File: src/sv/sbf_div.sv
// ----------------------------------------------------------------------------
// sbf_div
// Restoring divider, one quotient bit per cycle.
// ----------------------------------------------------------------------------
module sbf_div #(
  parameter int NW = 13,
  parameter int DW = 6
) (
  input  logic          clk,
  input  logic          rst,
  input  logic          start,
  input  logic [NW-1:0] dividend,
  input  logic [DW-1:0] divisor,
  output logic          done,
  output logic [NW-1:0] quotient
);

  localparam int CNT_W = $clog2(NW + 1);

  logic [NW-1:0]    num;
  logic [DW-1:0]    rem;
  logic [DW-1:0]    dsr;
  logic [CNT_W-1:0] cnt;
  logic             busy;
  logic [DW:0]      trial;

  assign trial    = {rem, num[NW-1]};
  assign quotient = num;

  always_ff @(posedge clk) begin
    if (rst) begin
      busy <= 1'b0;
      done <= 1'b0;
    end else begin
      done <= 1'b0;
      if (start) begin
        busy <= 1'b1;
        cnt  <= CNT_W'(NW);
      end else if (busy) begin
        cnt <= cnt - 1'b1;
        if (cnt == CNT_W'(1)) begin
          busy <= 1'b0;
          done <= 1'b1;
        end
      end
    end
  end

  always_ff @(posedge clk) begin
    if (start) begin
      num <= dividend;
      rem <= '0;
      dsr <= divisor;
    end else if (busy) begin
      if (trial >= {1'b0, dsr}) begin
        rem <= DW'(trial - {1'b0, dsr});
        num <= {num[NW-2:0], 1'b1};
      end else begin
        rem <= trial[DW-1:0];
        num <= {num[NW-2:0], 1'b0};
      end
    end
  end

endmodule
File: config.mk
export PLATFORM = sky130hd
export DESIGN_NAME = sbf_div
export DESIGN_NICKNAME = d
export VERILOG_FILES = /design/src/sv/sbf_div.sv
export SDC_FILE = /design/constraint.sdc
export NUM_CORES = 1
export LEC_CHECK = 0
export BUFFER_PORTS_ARGS = -buffer_cell sky130_fd_sc_hd__buf_2
export CAP_MARGIN = 20
export CORE_MARGIN = 4
export CORE_UTILIZATION = 53
export DETAILED_ROUTE_END_ITERATION = 7
export PLACE_DENSITY_LB_ADDON = 0.2
export SYNTH_ARGS = -nofsm -noshare
export SYNTH_HDL_FRONTEND = slang
export SYNTH_SLANG_ARGS = --single-unit
export TNS_END_PERCENT = 100
File: constraint.sdc
create_clock -name clk -period 2.7 [get_ports clk]
set_input_delay 0.27 -clock clk [delete_from_list [all_inputs] [get_ports clk]]
set_output_delay 0.27 -clock clk [all_outputs]
set_load 0.02 [all_outputs]
==> qor.csv, run 1 <==
metric,value,unit
status,"finished, final reports clean",
max_cap_viol_count,0,
wirelength,2720,um
cts_setup_buffers,0,
ir_drop,0.461,mV
skew,0.00983,ns
power_density,639,nW/um^2
finalHoldViolations,0,
std_cell_rows,19,
ff_latch_area,851,um^2
final_cell_mix,"buf_2, edfxtp_1, nor2_1, mux2_2, inv_1",
clk_latency,0.33,ns
grt_usage,14.6,%
die_x,62.6,um
finalPower,0.00120,W
antenna_found_initial,0,
port_buffers,35,
min_period,2.13,ns
cts_buffers,5,
drt_iter0_drc,31,
synth.avg_cell_area,12.5,um^2
crit_path_end_kind,flip-flop,
clock-sinks,31,
cts_buffer_depth,2,
areaGrowthSynthToFinish,18.2,%
max_slew.worst_pin.slew,0.493,ns
die-area,3920,um^2
drive_above_1_share,34.7,%
grt_setup_unrepaired,false,
required,2.91,ns
seq_area_frac_synth,53.8,%
cts-root-buf,clkbuf_4,
cts_hold_buffers,0,
critPathLaunchType,flip-flop,
syn_nets,159,
multi_input_area,676,um^2
htreeDepth,2,
initial_core_util,56.4,%
layout_commonest_cell,buf_2,
finalSetupViolCount,0,
cp.arrival,2.34,ns
fin_ws,0.575,ns
fmaxAchievable,0.471,GHz
synthesis.area,1580,um^2
cts_tree,built,
synthAdderAreaFrac,8.38,%
critPathLaunch,quotient[12],
maxSlewHeadroom,67.1,%
post-route-period-util,78.7,%
crit-reg2reg-launch,quotient[12],
hp-class,primary input to flip-flop,
io_pins,36,
critPathKind,flip-flop to flip-flop,
hpwl,2070,um
fillers,231,
dp_slack,0.616,ns
post_drt_wl_per_cell,13.7,um
nNetsFinal,198,
synth-simple-area-share,11.0,%
synthDistinctLibCells,32,
hold_start,rst,
core,2810,um^2
grt_start_max_net_pins,19,
fin_util,66.7,%
yosysWarnings,0,
synth_top_family_by_area,multiplexers,
vias,1085,
drc,0,
diodes,0,
die_y,62.6,um
dp_cells,190,
leakagePower,0.809,nW
drtPass1Iterations,4,
cp_max_fo,10,
ant_nets,0,
viasPerCell,5.48,
synth_xor_area_share,2.77,%
cts_resized,0,
synth_compound_area_share,8.85,%
synth_mux_area_share,11.7,%
grt.overflow.total,0,
syn_inst,127,
clk_pin_slew_worst_paths,0.10,ns
place.gp.congestion,0.775,
ys_ff_latch,31,
tns,0,ns
finalMaxSlewViolations,0,
grt_pass1_vias,1058,
grt_pass1_wl,4510,um
final_cells,198,
## cells in the mapped netlist (all sizes together)
master / n / area [um^2]
a311oi: 1 / 8.76
mux2i: 5 / 50.1
a211o: 1 / 8.76
inv: 11 / 41.3
and2: 1 / 6.26
nor2: 13 / 48.8
o21ai: 2 / 10.0
xnor2: 3 / 26.3
dfxtp: 8 / 160
mux2: 12 / 135
a221o: 1 / 10.0
a221oi: 1 / 8.76
nor4b: 1 / 8.76
o311ai: 1 / 8.76
nor2b: 3 / 18.8
a41oi: 1 / 27.5
nand4b: 1 / 8.76
nand2b: 5 / 31.3
fa: 1 / 20.0
or4b: 2 / 20.0
ha: 9 / 113
xor2: 2 / 17.5
edfxtp: 23 / 691
a21o: 2 / 15.0
a211oi: 3 / 22.5
nand2: 3 / 11.3
clkbuf: 4 / 15.0
a21oi: 4 / 20.0
nor3: 1 / 5.00
nor3b: 2 / 15.0
## per-stage QoR
step | hold slack, ns | cell area (um^2)
after global routing | 0.0832 | 1870
after global placement | 0.448 | 1790
final | 0.0987 | 1870
after floorplan | 0.346 | 1580
after CTS | 0.0885 | 1870
after detailed placement | 0.448 | 1790
## power breakdown
group	internal, W	leakage [nW]	total (W)	switching, W
Clock	0.000182	0.0464	0.000341	0.000159
Sequential	0.000563	0.291	0.000592	0.0000285
Combinational	0.000117	0.472	0.000263	0.000146
Total	0.000862	0.809	0.00120	0.000333
## per-layer routing
layer  GRT usage, %  vias to the layer above  part of all wire (%)
met2           25.7                       34                    48
li1               -                      537                     -
met1           15.8                      510                    44
met3           6.47                        4                   6.8
met4           4.13                        0                  0.99
met5              0                        -                     0
## cell families after synthesis
family / count (synthesis)
muxes: 17
adders and majority gates: 10
and+or+nand+nor: 32
xor gates and xnor gates: 5
AOI/OAI and AO/OA: 17
buffers and inverters: 15
DFF: 31
## path summary, 6_finish.rpt
check,cells after the start,to,slack [ns]
setup / recovery,7,rem[0],0.57
setup reg to reg,7,rem[0],0.57
hold reg to reg,2,rem[5],0.52
hold / removal,2,done,0.1
## cell type report
| type | instances | area share (%) |
|---|---|---|
| Sequential cell | 31 | 45.5 |
| Multi-Input combinational cell | 81 | 36.1 |
| Timing Repair Buffer | 36 | 9.77 |
| Clock buffer | 7 | 4.08 |
| Inverter | 11 | 2.21 |
| Tap cell | 31 | 2.07 |
| Clock inverter | 1 | 0.268 |
## flip-flops by register name (all words and copies together), names as in the netlist
signal / flops
done: 1
dsr: 6
cnt: 4
quotient: 13
busy: 1
rem: 6
## worst max-delay path, cell delays in order (launching register included)
cell	delay, ns
edfxtp_1	0.41
inv_1	0.08
ha_1	0.30
nor2b_1	0.05
o21ai_1	0.24
a41oi_4	0.26
or4b_1	0.53
o311ai_0	0.13
Note: power is estimated with default switching activity, not from simulation.
==> run 2: changes to the inputs <==
==> constraint.sdc (replaced) <==
create_clock -name clk -period 2 [get_ports clk]
set_input_delay 0.2 -clock clk [delete_from_list [all_inputs] [get_ports clk]]
set_output_delay 0.2 -clock clk [all_outputs]
set_load 0.02 [all_outputs]
==> run 2 against run 1 <==
  * Critical path depth stayed put
  * Combinational power is 70% higher
  * Routed wire length is 13% higher
  * Register-to-register slack worse by 0.53 ns
  * Worst setup slack worse by 0.53 ns
  * Die area stayed put
  * Fmax is 8.9% higher
  * Total power is 32% higher
  * Non-clock buffer count is 9 higher
  * Via count is 5.0% higher
==> qor.csv, run 2 (same netlist as run 1, synthesis figures left out) <==
metric,value,unit,change
status,"finished, final reports clean",,
finalHoldViolations,0,,unchanged
diodes,0,,unchanged
ir_drop,0.506,mV,+9.7%
reg2reg_to,rem[1],,
final_cell_mix,"buf_2, edfxtp_1, nor2_1, mux2_2, inv_1",,
max_slew.worst_pin.slew,0.502,ns,+0.00908 ns
largest_reg_flops,13,,unchanged
min_period,1.95,ns,-0.174 ns
drive_above_1_share,39.5,%,+4.8 points
cts_buffer_depth,2,,unchanged
clockPowerShare,21.1,%,-7.4 points
core,2810,um^2,unchanged
viasPerCell,5.48,,about the same
r2r_slack,0.05,ns,-0.53 ns
clk_latency,0.32,ns,about the same
crit-reg2reg-launch,dsr[4],,
port_buffers,35,,unchanged
clock-sinks,31,,unchanged
hp-class,primary input to flip-flop,,
cts_tree,built,,
critPathKind,flip-flop to flip-flop,,
critPathLaunchType,flip-flop,,
fmaxAchievable,0.513,GHz,+8.9%
grt_pass1_wl,5350,um,+19%
final_cells,208,,+5.1%
dp_cells,198,,+4.2%
antenna_found_initial,0,,unchanged
initial_core_util,56.4,%,unchanged
cts_buffers,5,,unchanged
grt_usage,17.5,%,+2.9 points
ff2ff_path_depth,7,,unchanged
cts-root-buf,clkbuf_4,,
post-route-period-util,97.6,%,+19 points
io_pins,36,,unchanged
seqPwrFrac,50.5,%,+1.0 points
die_x,62.6,um,unchanged
p_int,0.00110,W,+28%
comb_power_share,28.4,%,+6.4 points
drc,0,,unchanged
grt.overflow.total,0,,unchanged
hold_start,rst,,
hpwl,2290,um,+11%
clk_pin_slew_worst_paths,0.09,ns,about the same
nNetsFinal,208,,+5.1%
power_density,798,nW/um^2,+25%
grt_start_max_net_pins,18,,-1
drt_iter0_drc,30,,-3.2%
cp.arrival,2.16,ns,-0.18 ns
finalMaxSlewViolations,0,,unchanged
switching_share,29.7,%,+1.8 points
hold_depth,2,,unchanged
vias,1139,,+5.0%
finalPower,0.00157,W,+32%
areaGrowthSynthToFinish,24.4,%,
layout_commonest_cell,buf_2,,
maxSlewHeadroom,66.5,%,-0.61 points
ant_nets,0,,unchanged
hold_end,done,,
std_cell_rows,19,,unchanged
leakagePower,0.839,nW,+3.6%
finalSetupViolCount,0,,unchanged
dp_slack,-0.0469,ns,-0.663 ns
post_drt_wl_per_cell,14.8,um,+7.9%
grt_pass1_vias,1251,,+18%
required,2.21,ns,-0.70 ns
wirelength,3080,um,+13%
crit_path_end_kind,flip-flop,,
drtPass1Iterations,4,,unchanged
fillers,228,,-1.3%
die_y,62.6,um,unchanged
max_cap_viol_count,0,,unchanged
cts_hold_buffers,0,,unchanged
grt_setup_unrepaired,true,,
die-area,3920,um^2,unchanged
htreeDepth,2,,unchanged
skew,0.00896,ns,-0.000869 ns
cp_max_fo,5,,-5
fin_ws,0.0489,ns,-0.526 ns
p_sw,0.000467,W,+40%
place.gp.congestion,0.759,,-2.1%
==> run 2: how the worst max path moves through the flow <==
stage | from | end | slack [ns] | depth (start not counted)
after floorplan | quotient[12] | rem[0] | 0.04 | 7
after global placement | dsr[4] | rem[1] | 0.07 | 7
after detailed placement | dsr[1] | rem[0] | -0.05 | 7
after CTS | dsr[1] | rem[0] | 0.02 | 7
after global routing | dsr[4] | rem[2] | -0.04 | 7
final | dsr[4] | rem[1] | 0.05 | 7
==> run 2: repair_timing <==
item | CTS | global route
gates cloned | 1 | 0
pin swaps | 0 | 5
gates resized for setup | 1 | 7
endpoints found under the setup margin | 3 | 6
setup buffers | 1 | 0
==> run 2: critical path, stage by stage, from the launching register on <==
cell and delay (ns):
edfxtp_1 0.38, inv_2 0.07, ha_4 0.19, a21o_1 0.18
a211o_1 0.33, a41oi_4 0.32, nor4b_1 0.11, a221o_1 0.27
==> run 2: power groups by stage <==
stage	clock, W	sequential (W)	combinational [W]
global route	0.000374	0.000802	0.000490
detailed placement	0	0.000807	0.000394
CTS	0.000342	0.000793	0.000418
global placement	0	0.000803	0.000376
floorplan	0	0.000841	0.000228
finish	0.000332	0.000793	0.000447
==> run 2: per-layer routing <==
| metal | GRT usage (%) | share of wire, % | up-vias |
|---|---|---|---|
| met2 | 30.8 | 50 | 36 |
| li1 | - | - | 562 |
| met4 | 9.64 | 2.8 | 0 |
| met1 | 19.4 | 42 | 531 |
| met5 | 0 | 0 | - |
| met3 | 4.14 | 5.0 | 10 |
==> run 2: area by class of cell <==
cell class	count	area, um^2	area share (%)
Sequential cell	31	851	43.2
Multi-Input combinational cell	82	736	37.4
Timing Repair Buffer	45	254	12.9
Clock buffer	8	48.8	2.48
Inverter	11	41.3	2.10
Tap cell	31	38.8	1.97
==> run 2: metrics by stage <==
stage	hold WS [ns]	cell area (um^2)	util [%]	TNS (ns)
after global placement	0.378	1850	65.9	0
after floorplan	0.276	1580	-	0
final	0.0472	1970	70.2	0
after global routing	0.0282	1970	70.2	-0.116
after CTS	0.0323	1930	68.6	0
after detailed placement	0.380	1850	65.9	-0.0469
==> run 3: changes to the inputs <==
--- a/config.mk
+++ b/config.mk
@@ -8,7 +8,8 @@
 export BUFFER_PORTS_ARGS = -buffer_cell sky130_fd_sc_hd__buf_2
 export CAP_MARGIN = 20
 export CORE_MARGIN = 4
-export CORE_UTILIZATION = 53
+export CORE_UTILIZATION = 55
+export CTS_BUF_LIST = sky130_fd_sc_hd__clkbuf_2
 export DETAILED_ROUTE_END_ITERATION = 7
 export PLACE_DENSITY_LB_ADDON = 0.2
 export SYNTH_ARGS = -nofsm -noshare
==> run 3 against run 2 <==
  * Final cell count up 3.4%
  * Worst setup slack worse by 0.012 ns
  * Critical endpoint is now rem[0]
  * Sequential power is essentially flat
  * Utilization rose by 3.8 points
  * Combinational power about the same
  * Clock skew increased by 0.0044 ns
  * Final area grew 3.6%
==> qor.csv, run 3 (same netlist as run 1, synthesis figures left out) <==
metric,value,unit,change
fmaxAchievable,0.509,GHz,-0.61%
fillers,197,,-14%
multi_input_area,734,um^2,-0.17%
cp.arrival,2.22,ns,+0.06 ns
port_buffers,35,,unchanged
ir_drop,0.673,mV,+33%
vias,1136,,-0.26%
cts_buffer_depth,2,,unchanged
p_sw,0.000457,W,-2.0%
critPathLaunchType,flip-flop,,
grt_pass1_vias,1141,,-8.8%
core,2760,um^2,-1.7%
die_y,61.6,um,-1.6%
std_cell_rows,19,,unchanged
max_slew.worst_pin.slew,0.517,ns,+0.0158 ns
post_drt_wl_per_cell,14.2,um,-4.3%
viasPerCell,5.28,,-3.5%
ant_nets,0,,unchanged
skew,0.0133,ns,+0.00438 ns
use_met1,21.9,%,+2.5 points
ff2ff_path_depth,7,,unchanged
p_int,0.00109,W,-1.7%
hp-class,primary input to flip-flop,,
max_cap_viol_count,0,,unchanged
hold_ws,0.137,ns,+0.0894 ns
layout_commonest_cell,buf_2,,
cts_buffers,5,,unchanged
io_pins,36,,unchanged
initial_core_util,57.4,%,+0.97 points
hpwl,2130,um,-7.2%
switching_share,29.6,%,-0.066 points
grt_usage,18.0,%,+0.52 points
fin_util,74.0,%,+3.8 points
drt_iter0_drc,27,,-10%
grt-busiest-layer,met2,,
ff_latch_area,851,um^2,unchanged
drtPass1Iterations,4,,unchanged
dp_cells,197,,-0.51%
die_x,61.6,um,-1.6%
wirelength,3050,um,-1.0%
diodes,0,,unchanged
cts-root-buf,clkbuf_2,,
final_cell_mix,"buf_2, edfxtp_1, nor2_1, mux2_2",,
clk_latency,0.35,ns,+0.03 ns
status,"finished, final reports clean",,
finalMaxSlewViolations,0,,unchanged
clockPowerShare,19.3,%,-1.8 points
seqPwrFrac,51.6,%,+1.1 points
areaGrowthSynthToFinish,28.9,%,
comb_power_share,29.1,%,+0.7 points
htreeDepth,2,,unchanged
hold_depth,2,,unchanged
leakagePower,0.887,nW,+5.7%
power_density,756,nW/um^2,-5.3%
place.gp.congestion,0.931,,+23%
die-area,3800,um^2,-3.2%
largest_reg_flops,13,,unchanged
finalSetupViolCount,0,,unchanged
post-route-period-util,98.2,%,+0.60 points
cp_max_fo,5,,unchanged
required,2.26,ns,+0.05 ns
nNetsFinal,215,,+3.4%
crit_path_end_kind,flip-flop,,
grt_setup_unrepaired,true,,
final_cells,215,,+3.4%
finalHoldViolations,0,,unchanged
grt_pass1_wl,4890,um,-8.8%
maxSlewHeadroom,65.5,%,-1.1 points
cts_tree,built,,
critPathKind,flip-flop to flip-flop,,
antenna_found_initial,0,,unchanged
clk_pin_slew_worst_paths,0.15,ns,+0.06 ns
clock-sinks,31,,unchanged
grt.overflow.total,0,,unchanged
grt_start_max_net_pins,29,,+11
grt_use_met3,4.19,%,+0.056 points
met2_usage,29.0,%,-1.8 points
drive_above_1_share,42.4,%,+2.8 points
min_period,1.96,ns,+0.0120 ns
drc,0,,unchanged
==> run 3: cell count changes in the layout (fill, tap and decap cells not counted), sizes merged <==
cell         previous run  this run
dlygate4sd3             0         7
buf                    45        46
a41oi                   2         1
==> run 3: stage by stage <==
| stage | total power [W] | setup slack (ns) | instance area, um^2 | setup TNS, ns |
|---|---|---|---|---|
| 3_3_place_gp | 0.00118 | 0.104 | 1840 | 0 |
| 2_1_floorplan | 0.00107 | 0.0372 | 1580 | 0 |
| 6_report | 0.00154 | 0.0368 | 2040 | 0 |
| 4_1_cts | 0.00151 | 0.0105 | 1960 | 0 |
| 5_1_grt | 0.00162 | -0.00233 | 2040 | -0.00414 |
| 3_5_place_dp | 0.00120 | -0.000542 | 1840 | -0.000542 |
==> run 3: area by class of cell <==
cell class | count | share of cell area [%]
flip-flops and latches | 31 | 41.7
multi-input cells | 81 | 36.0
inverters | 11 | 2.02
repair buffers | 53 | 16.4
clock buffers | 8 | 1.96
well taps | 31 | 1.90
==> run 3: routing by layer <==
layer  wire, um  vias up
met5          0        -
met3        167       10
met2       1450       32
met1       1350      524
met4         83        0
li1           -      570
==> run 3: path summary, 6_finish.rpt <==
kind | slack (ns) | endpoint | start
max | 0.04 | rem[0] | dsr[0]
min | 0.14 | quotient[6] | dividend[6]
max reg2reg | 0.04 | rem[0] | dsr[0]
min reg2reg | 0.53 | rem[5] | rem[5]
==> run 3: power groups by stage <==
stage	clock network (W)	registers [W]	logic, W
after global placement	0	0.000804	0.000380
after floorplan	0	0.000841	0.000228
final	0.000298	0.000796	0.000450
after detailed placement	0	0.000806	0.000391
after global routing	0.000332	0.000803	0.000490
after CTS	0.000309	0.000793	0.000407
==> run 3: critical path, stage by stage (launching register included) <==
cell,delay [ns]
edfxtp_1,0.47
ha_4,0.30
nor2b_2,0.04
o21ai_2,0.18
a41oi_4,0.15
buf_6,0.16
or4b_4,0.49
o311ai_4,0.08
==> run 3: repair_timing <==
action                                 in CTS  in global routing
pin swaps                                   1                  7
resized for setup                           1                 13
buffers inserted                            0                  3
endpoints found under the hold margin       7                  0
setup endpoints to repair                   1                  5
hold buffers                                7                  0
